## src/rtl/matrix_multiply_6x6_defines.svh

```systemverilog
// Assertion helpers shared by the RTL files.
// Both forms are clocked on clk and switched off while arst_n is low.
`ifndef MATRIX_MULTIPLY_6X6_DEFINES_SVH
`define MATRIX_MULTIPLY_6X6_DEFINES_SVH

// Same-cycle property: prop must hold at every clock edge.
`define MMUL6_ASSERT(lbl, prop, msg) \
	lbl: assert property (@(posedge clk) disable iff (!arst_n) (prop)) else $error(msg);

// Next-cycle implication: when pre holds, post must hold at the following edge.
`define MMUL6_ASSERT_NEXT(lbl, pre, post, msg) \
	lbl: assert property (@(posedge clk) disable iff (!arst_n) (pre) |=> (post)) else $error(msg);

`endif

```

## src/rtl/mmul6_pkg.sv

```systemverilog
package mmul6_pkg;

	// Field widths of the channels
	localparam int IDX_W = 3;
	localparam int VAL_W = 32;

	// Action codes of a command item
	localparam logic [1:0] ACT_LOAD_LEFT  = 2'd0;
	localparam logic [1:0] ACT_LOAD_RIGHT = 2'd1;
	localparam logic [1:0] ACT_START      = 2'd2;

	// Clamp values of a Q16.16 result
	localparam logic [VAL_W-1:0] SAT_POS = 32'h7FFF_FFFF;
	localparam logic [VAL_W-1:0] SAT_NEG = 32'h8000_0000;

	// Sequencer states
	typedef enum logic [2:0] {
		ST_IDLE   = 3'b001,
		ST_RUN    = 3'b010,
		ST_FINISH = 3'b100
	} state_t;

endpackage

```

## src/rtl/mmul6_ifs.sv

```systemverilog
// Command channel: element loads and start items
interface mmul6_cmd_if;
	logic                              valid;
	logic                              ready;
	logic [1:0]                        action;
	logic [mmul6_pkg::IDX_W-1:0]       row_index;
	logic [mmul6_pkg::IDX_W-1:0]       col_index;
	logic signed [mmul6_pkg::VAL_W-1:0] element_value;

	modport source (output valid, action, row_index, col_index, element_value, input ready);
	modport sink   (input valid, action, row_index, col_index, element_value, output ready);
endinterface

// Result channel: one product element per item
interface mmul6_res_if;
	logic                              valid;
	logic                              ready;
	logic [mmul6_pkg::IDX_W-1:0]       out_row;
	logic [mmul6_pkg::IDX_W-1:0]       out_col;
	logic signed [mmul6_pkg::VAL_W-1:0] product_value;
	logic                              saturated;
	logic                              last;

	modport source (output valid, out_row, out_col, product_value, saturated, last, input ready);
	modport sink   (input valid, out_row, out_col, product_value, saturated, last, output ready);
endinterface

```

## src/rtl/matrix_multiply_6x6.sv

```systemverilog
// Fixed-point square matrix multiply C = A*B, DIM x DIM, signed Q16.16.
// cmd channel (valid/ready): action LOAD_LEFT / LOAD_RIGHT writes one element of
//   A or B at (row_index, col_index); indexes >= DIM and action 3 are dropped.
//   START runs the product; cmd.ready stays low until the last element has
//   been placed in the output register.
// res channel (valid/ready): DIM*DIM items, row by row, last set on the final one.
//   Each sum is exact, shifted right arithmetically by FRAC_BITS and clamped to
//   32 bits with saturated raised on a clamp.
// Structure: one multiplier and one accumulator are shared. Each element reads
//   and multiplies DIM operand pairs, then waits for the read and multiply
//   registers to drain before its sum is loaded into the output register; the
//   next element starts only after that load.
// A stalled receiver holds the output register and the sequencer waits for it
//   before loading the next element; nothing is dropped.
// Reset (arst_n low) returns the sequencer to idle and clears the output valid.
//   Matrix contents are not cleared: elements must be loaded before use.
`include "matrix_multiply_6x6_defines.svh"

module matrix_multiply_6x6 #(
	parameter int DIM       = 6,
	parameter int FRAC_BITS = 16
) (
	input  logic               clk,
	input  logic               arst_n,
	mmul6_cmd_if.sink          cmd,
	mmul6_res_if.source        res
);

	localparam int CELLS = DIM * DIM;
	localparam int AW    = $clog2(CELLS);
	localparam int IW    = $clog2(DIM);
	localparam int ACC_W = 65 + $clog2(DIM);
	localparam int VW    = mmul6_pkg::VAL_W;
	localparam int XW    = mmul6_pkg::IDX_W;

	mmul6_pkg::state_t state_q;

	logic [IW-1:0] r_q, c_q, k_q;
	logic          val_s1, val_s2;

	logic [VW-1:0]        left_mem  [CELLS];
	logic [VW-1:0]        right_mem [CELLS];
	logic signed [VW-1:0] a_s1, b_s1;
	logic signed [2*VW-1:0] prod_s2;
	logic signed [ACC_W-1:0] acc_q;

	logic          out_valid_q;
	logic [IW-1:0] out_row_q, out_col_q;
	logic [VW-1:0] out_val_q;
	logic          out_sat_q;
	logic          out_last_q;

	logic          cmd_fire;
	logic          in_range;
	logic [AW-1:0] wr_addr, rd_a_addr, rd_b_addr;
	logic          last_k, last_c, last_elem;
	logic          emit;
	logic signed [ACC_W-1:0] shifted;
	logic          fits;
	logic [VW-1:0] final_val;

	// Command handshake
	assign cmd.ready = (state_q == mmul6_pkg::ST_IDLE);
	assign cmd_fire  = cmd.valid && cmd.ready;
	assign in_range  = ({1'b0, cmd.row_index} < (XW+1)'(DIM)) &&
	                   ({1'b0, cmd.col_index} < (XW+1)'(DIM));
	assign wr_addr   = AW'(cmd.row_index) * AW'(DIM) + AW'(cmd.col_index);

	// Read addresses: A walks row r, B walks column c
	assign rd_a_addr = AW'(r_q) * AW'(DIM) + AW'(k_q);
	assign rd_b_addr = AW'(k_q) * AW'(DIM) + AW'(c_q);

	assign last_k    = (k_q == IW'(DIM - 1));
	assign last_c    = (c_q == IW'(DIM - 1));
	assign last_elem = last_c && (r_q == IW'(DIM - 1));

	// Element done and output register free
	assign emit = (state_q == mmul6_pkg::ST_FINISH) && !val_s1 && !val_s2 &&
	              (!out_valid_q || res.ready);

	// Matrix storage, one write and one registered read per cycle each
	always_ff @(posedge clk) begin
		if (cmd_fire && in_range && cmd.action == mmul6_pkg::ACT_LOAD_LEFT) begin
			left_mem[wr_addr] <= cmd.element_value;
		end
		if (cmd_fire && in_range && cmd.action == mmul6_pkg::ACT_LOAD_RIGHT) begin
			right_mem[wr_addr] <= cmd.element_value;
		end
		a_s1 <= left_mem[rd_a_addr];
		b_s1 <= right_mem[rd_b_addr];
	end

	// Shared multiplier, registered
	always_ff @(posedge clk) begin
		prod_s2 <= a_s1 * b_s1;
	end

	// Pipeline valid bits
	always_ff @(posedge clk or negedge arst_n) begin
		if (!arst_n) begin
			val_s1 <= 1'b0;
			val_s2 <= 1'b0;
		end else begin
			val_s1 <= (state_q == mmul6_pkg::ST_RUN);
			val_s2 <= val_s1;
		end
	end

	// Accumulator: cleared at start of each element
	always_ff @(posedge clk) begin
		if ((cmd_fire && cmd.action == mmul6_pkg::ACT_START) || emit) begin
			acc_q <= '0;
		end else if (val_s2) begin
			acc_q <= acc_q + ACC_W'(prod_s2);
		end
	end

	// Scale and clamp
	assign shifted   = acc_q >>> FRAC_BITS;
	assign fits      = (&shifted[ACC_W-1:VW-1]) || !(|shifted[ACC_W-1:VW-1]);
	assign final_val = fits ? shifted[VW-1:0] :
	                   (shifted[ACC_W-1] ? mmul6_pkg::SAT_NEG : mmul6_pkg::SAT_POS);

	// Sequencer
	always_ff @(posedge clk or negedge arst_n) begin
		if (!arst_n) begin
			state_q <= mmul6_pkg::ST_IDLE;
			r_q     <= '0;
			c_q     <= '0;
			k_q     <= '0;
		end else begin
			case (state_q)
				mmul6_pkg::ST_IDLE: begin
					if (cmd_fire && cmd.action == mmul6_pkg::ACT_START) begin
						state_q <= mmul6_pkg::ST_RUN;
						r_q     <= '0;
						c_q     <= '0;
						k_q     <= '0;
					end
				end
				mmul6_pkg::ST_RUN: begin
					if (last_k) begin
						k_q     <= '0;
						state_q <= mmul6_pkg::ST_FINISH;
					end else begin
						k_q <= k_q + 1'b1;
					end
				end
				mmul6_pkg::ST_FINISH: begin
					if (emit) begin
						if (last_elem) begin
							state_q <= mmul6_pkg::ST_IDLE;
							r_q     <= '0;
							c_q     <= '0;
						end else begin
							state_q <= mmul6_pkg::ST_RUN;
							if (last_c) begin
								c_q <= '0;
								r_q <= r_q + 1'b1;
							end else begin
								c_q <= c_q + 1'b1;
							end
						end
					end
				end
				default: begin
					state_q <= mmul6_pkg::ST_IDLE;
				end
			endcase
		end
	end

	// Output register
	always_ff @(posedge clk or negedge arst_n) begin
		if (!arst_n) begin
			out_valid_q <= 1'b0;
		end else if (emit) begin
			out_valid_q <= 1'b1;
		end else if (res.ready) begin
			out_valid_q <= 1'b0;
		end
	end

	always_ff @(posedge clk) begin
		if (emit) begin
			out_row_q  <= r_q;
			out_col_q  <= c_q;
			out_val_q  <= final_val;
			out_sat_q  <= !fits;
			out_last_q <= last_elem;
		end
	end

	assign res.valid         = out_valid_q;
	assign res.out_row       = XW'(out_row_q);
	assign res.out_col       = XW'(out_col_q);
	assign res.product_value = out_val_q;
	assign res.saturated     = out_sat_q;
	assign res.last          = out_last_q;

	// Checks
	`MMUL6_ASSERT(a_idle_pipe_empty, state_q != mmul6_pkg::ST_IDLE || (!val_s1 && !val_s2), "pipeline busy while idle")
	`MMUL6_ASSERT(a_emit_drained, !emit || (!val_s1 && !val_s2 && k_q == '0), "element emitted before sum complete")
	`MMUL6_ASSERT_NEXT(a_start_clears, cmd_fire && cmd.action == mmul6_pkg::ACT_START, state_q == mmul6_pkg::ST_RUN && acc_q == '0 && k_q == '0, "start did not clear accumulator")
	`MMUL6_ASSERT_NEXT(a_last_to_idle, emit && last_elem, state_q == mmul6_pkg::ST_IDLE && out_valid_q && out_last_q, "last element did not end the product")

endmodule
```

## src/flat_wrapper.sv

```systemverilog
// flat-port wrapper written by rule: the top's interface ports become plain ports
module matrix_multiply_6x6_flat 
#(
	parameter int DIM       = 6,
	parameter int FRAC_BITS = 16
)
  (clk, arst_n, cmd_valid, cmd_action, cmd_row_index, cmd_col_index, cmd_element_value, cmd_ready, res_valid, res_out_row, res_out_col, res_product_value, res_saturated, res_last, res_ready);
  mmul6_cmd_if cmd_i ();
  mmul6_res_if res_i ();
  input  logic clk;
  input  logic arst_n;
  input wire logic [$bits(cmd_i.valid)-1:0] cmd_valid;
  input wire logic [$bits(cmd_i.action)-1:0] cmd_action;
  input wire logic [$bits(cmd_i.row_index)-1:0] cmd_row_index;
  input wire logic [$bits(cmd_i.col_index)-1:0] cmd_col_index;
  input wire logic [$bits(cmd_i.element_value)-1:0] cmd_element_value;
  output wire logic [$bits(cmd_i.ready)-1:0] cmd_ready;
  output wire logic [$bits(res_i.valid)-1:0] res_valid;
  output wire logic [$bits(res_i.out_row)-1:0] res_out_row;
  output wire logic [$bits(res_i.out_col)-1:0] res_out_col;
  output wire logic [$bits(res_i.product_value)-1:0] res_product_value;
  output wire logic [$bits(res_i.saturated)-1:0] res_saturated;
  output wire logic [$bits(res_i.last)-1:0] res_last;
  input wire logic [$bits(res_i.ready)-1:0] res_ready;
  assign cmd_i.valid = cmd_valid;
  assign cmd_i.action = cmd_action;
  assign cmd_i.row_index = cmd_row_index;
  assign cmd_i.col_index = cmd_col_index;
  assign cmd_i.element_value = cmd_element_value;
  assign cmd_ready = cmd_i.ready;
  assign res_valid = res_i.valid;
  assign res_out_row = res_i.out_row;
  assign res_out_col = res_i.out_col;
  assign res_product_value = res_i.product_value;
  assign res_saturated = res_i.saturated;
  assign res_last = res_i.last;
  assign res_i.ready = res_ready;
  matrix_multiply_6x6 #(.DIM(DIM), .FRAC_BITS(FRAC_BITS)) u_core (.clk(clk), .arst_n(arst_n), .cmd(cmd_i), .res(res_i));
endmodule
```

## config.mk

```make
export PLATFORM = sky130hd
export DESIGN_NAME = matrix_multiply_6x6_flat
export DESIGN_NICKNAME = d
export VERILOG_FILES = /design/src/rtl/mmul6_pkg.sv /design/src/rtl/mmul6_ifs.sv /design/src/rtl/matrix_multiply_6x6.sv /design/src/flat_wrapper.sv
export VERILOG_INCLUDE_DIRS = /design/src /design/src/rtl
export SDC_FILE = /design/constraint.sdc
export NUM_CORES = 2
export LEC_CHECK = 0
export BUFFER_PORTS_ARGS = -buffer_cell sky130_fd_sc_hd__buf_2
export CAP_MARGIN = 10
export CELL_PAD_IN_SITES_DETAIL_PLACEMENT = 1
export CELL_PAD_IN_SITES_GLOBAL_PLACEMENT = 2
export CORE_MARGIN = 4
export CORE_UTILIZATION = 44
export DETAILED_ROUTE_END_ITERATION = 12
export PLACE_DENSITY = 0.73
export SYNTH_ARGS = -nofsm -noshare
export SYNTH_HDL_FRONTEND = slang
export SYNTH_SLANG_ARGS = --single-unit
export TNS_END_PERCENT = 1
```

## constraint.sdc

```tcl
create_clock -name clk -period 7.7 [get_ports clk]
set_input_delay 1.54 -clock clk [delete_from_list [all_inputs] [get_ports clk]]
set_output_delay 1.54 -clock clk [all_outputs]
set_load 0.1 [all_outputs]
```

After elaboration in Yosys (flattened, before gate mapping)
Memory sizes are Yosys's and may differ from the RTL's. A register that Yosys moved wholly into a read port is not among the register bits.
Index checks and enable logic that the tools add are counted.

storage, ports and cells
  register bits after elaboration = 187
  latch bits = 0
  bits in writable memories = 2304
  memory bits (read-only) = 0
  input bits = 44
  output and inout port bits = 42
  logic and storage cells = 93
  memories = 2

operators by class
  $add $sub $neg = 7
  multipliers = 4
  divide/modulo/power cells = 0
  magnitude comparators = 2
  eq/ne operators = 12
  shift-type cells = 0
  mux-type cells = 24
  bitwise gates (word level) = 0
  reductions and logical operators = 28

memories
  name              words  width  read ports  clocked after Yosys merged registers in  wr ports  line                       text
  u_core.left_mem   36     32     1           1                                        1         matrix_multiply_6x6.sv:41  logic [VW-1:0] left_mem [CELLS];
  u_core.right_mem  36     32     1           1                                        1         matrix_multiply_6x6.sv:42  logic [VW-1:0] right_mem [CELLS];

operators with widths
  operator               number
  $add A68 B64 Y68       1
  $mul A32 B32 Y64       1
  $mux W32               2
  $mux W3                11
  $reduce_and A21 Y1     1
  $reduce_or A21 Y1      1
  $add A6 B3 Y6          3
  $pmux W3 S2            3
  $mul A3 B2 Y5 const B  3
  $eq A3 B3 Y1 const B   4
  $logic_and A1 B1 Y1    10
  $add A3 B1 Y3 const B  3
  $pmux W3 S3            1
  $lt A3 B3 Y1 const B   2
  $mux W1                6
  $reduce_and A3 Y1      2
  $reduce_bool A2 Y1     3
  $logic_not A1 Y1       5
  $ne A2 B1 Y1 const B   2
  $reduce_and A4 Y1      1
  $eq A3 B1 Y1 const B   1
  $eq A3 B2 Y1 const B   1
  $logic_or A1 B1 Y1     3
  $ne A3 B1 Y1 const B   1
  6 further kinds        6

Logic depth before layout (Yosys ltp)
  word-level depth = 6
  gate-level depth with buffers = 29
  depth with buffers taken out = 28

Worst setup path after synthesis
No wires, ideal clock.

  path kind = register -> register
  from = reg u_core.a_s1[31] (read register of u_core.left_mem)
  to = reg u_core.prod_s2[63]
  library setup time = 0.072 ns
  data arrival time = 7.420 ns
  slack = 0.207 ns
  stages on the path, launching flop included = 24
  clock period less this slack = 7.493 ns
  cells stage by stage = dfxtp_1 > clkbuf_1 > nand2_1 > inv_1 > fa_1 > fa_1 > fa_1 > fa_1 > inv_1 > fa_1 > inv_1 > fa_1 > inv_1 > fa_1 > fa_1 > inv_1 > ha_1 > a21o_1 > a21o_1 > a221o_1 > a32oi_2 > nand3_1 > a41oi_1 > xnor2_1

on the way
  word-level cells in the longest chain between the ends = 1

ends and longest elaborated chain
  item                  line                       text
  start, declared       matrix_multiply_6x6.sv:43  logic signed [VW-1:0] a_s1, b_s1;
  $mul A32 B32 Y64      matrix_multiply_6x6.sv:95  prod_s2 <= a_s1 * b_s1;
  end signal, assigned  matrix_multiply_6x6.sv:95
  end, declared         matrix_multiply_6x6.sv:44  logic signed [2*VW-1:0] prod_s2;

Every way passes these cells.
A chain may end at the register's enable or synchronous reset.

Worst setup path in the final report
  from = reg u_core.a_s1[13] (read register of u_core.left_mem)
  to = reg u_core.prod_s2[61]

Same word-level chain as after synthesis.

==> out/metrics.yaml <==
status:
  outcome: "complete, no violations"
clock_tree:
  cts_sinks: 2555
  cts-root-buf: "clkbuf_16"
  cts_hold_buf: 0
  clk_pin_slew_ps: 60
  cts_buffer_depth: 4
  clk_latency_ps: 880
  cts_max_level: 5
  cts_buffers: 276
  cts_tree: "built"
route:
  antenna_left: 0
  dr.pass1.iters: 5
  drt_iter0_markers: 6735
  drt-wirelength-per-cell_um: 28.74
  avgViaCountPerCell: 5.591
  totalWireLength_mm: 379.2
  drc_errors: 0
  dr_total_vias: 73761
placement:
  routabilityCongestion: 0.8354
  dp_hpwl_mm: 251.9
  io_buffers: 85
synth:
  synth_top_area_share: 0.5225
  synth-seq-cells: 2555
  synthCells: 8425
  syn_nets: 9826
  yosysTopAreaCell: "edfxtp_1"
  netlist_area_mm2: 0.1347
  synth_edf_count: 2344
  yosys_warnings: 0
  synth_cell_types: 86
  synth-seq-area-share: 0.5544
  synthArstFlopShare: 0.005871
  avgSynthCellArea_um2: 15.99
  ys_top_cells_by_area: "edfxtp_1 (52%), fa_1 (16%), mux4_2 (12%), dfxtp_1 (2.9%), inv_1 (2.8%)"
  ys.flop_type: "edfxtp_1"
timing:
  relSlewSlack: 0.1967
  min_period_ps: 7589
  tightest_slew_ps: 1202
  hold_violations: 0
  setup_violations: 0
  slew_violations: 0
  fin_hold_ws_ps: 402.0
  rsz0062_at_grt: "true"
  min_period_over_period: 0.9855
  finalClockSkew_ps: 58.95
  max_freq_ghz: 0.1318
setup_path:
  critPathKind: "flip-flop to flip-flop"
  critical_path.max_stage_delay_ps: 590
  crit_path_max_fanout: 11
  crit_path_end_kind: "flip-flop"
  slowest_stage: "fa_1"
  required_ps: 8500
  critPathLaunchType: "flip-flop"
  path_common_cell: "fa_1"
  cp.arrival_ps: 8390
finish:
  area_growth_pct: 14.11
  final_cell_mix: "edfxtp_1 (2,344), fa_1 (1,066), inv_1 (988)"
  nets: 10301
  drive_gt1_frac: 0.2112
  fill_cells: 28764
  final_common_cell: "edfxtp_1"
global_routing:
  grt_pass1_wl_mm: 558.9
  grt_start_max_net_pins: 119
  grt_usage: 0.2394
  grt_pass1_vias: 81640
  gr-total-overflow: 0
  antenna_found_initial: 11
floorplanning:
  design.portCount: 86
  start_util: 0.4434
  dieArea_mm2: 0.3151
  die_h_um: 561.3
  design.core.area_mm2: 0.3038
  die_w_um: 561.3
  rows: 202
worst_hold_path:
  min_path_type: "flip-flop to flip-flop"
flow_run:
  max_cap_violations: 0
## per-stage QoR
| stage | setup TNS, ps | instance area, um2 | utilization | setup WS (ps) | cells |
|---|---|---|---|---|---|
| after floorplan | 0 | 134700 | - | 207.4 | 8425 |
| after global placement | -2841 | 144100 | 0.4742 | -457.1 | 12671 |
| after detailed placement | -2824 | 144100 | 0.4742 | -484.2 | 12671 |
| after CTS | 0 | 152800 | 0.5028 | 5.215 | 13154 |
| after global routing | -720.8 | 153700 | 0.5059 | -139.4 | 13187 |
| final | 0 | 153700 | 0.5060 | 111.5 | 13193 |
## synthesized netlist by cell type (all sizes together) (10+ instances only)
cell type  number
edfxtp       2344
fa           1089
inv           991
mux4          704
nand2         643
and2          521
clkbuf        357
ha            268
nor2          220
dfxtp         196
o21ai         152
a21oi         128
a21o          122
mux2i         107
xnor2         101
buf            66
nand3          48
xor2           41
nand2b         27
and3           22
a31oi          21
o21bai         21
a211oi         19
nor3           19
nand4          17
nor2b          16
dfrtp          14
o31ai          13
o21a           11
nand3b         10
## per-layer routing
metal  global-route usage  share of wire  vias up
li1                     -              -    30968
met2               0.4145           0.51     2143
met4              0.04691          0.020        0
met5                    0              0        -
met1               0.3286           0.42    40244
met3              0.02974          0.053      406
## logic make-up (layout without fill, tap and decap cells)
group | count (synthesis) | count (layout) | share of synthesized area
AOI/OAI and AO/OA | 557 | 557 | 0.02676
xor gates and xnor gates | 142 | 142 | 0.009232
buffers and inverters | 1414 | 2094 | 0.03951
other | 0 | 8 | 0
adders and majority gates | 1357 | 1357 | 0.1867
and+or+nand+nor | 1588 | 1588 | 0.05764
DFF | 2555 | 2555 | 0.5544
muxes | 812 | 812 | 0.1257
## worst paths after layout
| path | depth (start not counted) | slack [ps] | endpoint | startpoint |
|---|---|---|---|---|
| max | 29 | 110 | u_core.prod_s2[61] | u_core.a_s1[13] |
| min | 0 | 400 | u_core.val_s2 | u_core.val_s1 |
| max reg2reg | 29 | 110 | u_core.prod_s2[61] | u_core.a_s1[13] |
| min reg2reg | 0 | 400 | u_core.val_s2 | u_core.val_s1 |
| max in group asynchronous | 1 | 6770 | u_core.k_q[0] | arst_n |
| min in group asynchronous | 1 | 590 | u_core.state_q[2] | arst_n |
## what timing repair did
action | 4_1_cts | 5_1_grt
setup endpoints to repair | 13 | 19
resized for setup | 18 | 124
setup buffers | 0 | 23
pin swaps | 3 | 44
gates cloned | 0 | 9
## registers in the layout, indices dropped and copies added, names as in the netlist, 32 cells and up
| register | flops |
|---|---|
| u_core.left_mem | 1152 |
| u_core.right_mem | 1152 |
| u_core.acc_q | 68 |
| u_core.prod_s2 | 64 |
| u_core.a_s1 | 32 |
| u_core.b_s1 | 32 |
| u_core.res.product_value | 32 |
## cell type report
class	count	area, um2	area share
sequential	2555	74750	0.4863
multi-input combinational	4456	55860	0.3634
clock buffer	347	7361	0.04788
timing repair buffer	620	5672	0.03690
tap	4080	5105	0.03321
inverter	991	3720	0.02420
clock inverter	136	1232	0.008017
antenna	8	20.02	0.0001302
## worst max-delay path: cells and delay by family (launching register included)
| family | cells | cell delay (ps) |
|---|---|---|
| compound gates | 10 | 1780 |
| flops | 1 | 360 |
| fa+ha+maj | 9 | 4220 |
| xor+xnor | 1 | 130 |
| buf+inv | 8 | 860 |
| simple gates | 1 | 170 |
Power is left out: the tool's default activity adds up to more than one toggle a clock period on the data nets, which glitch-free logic cannot reach.
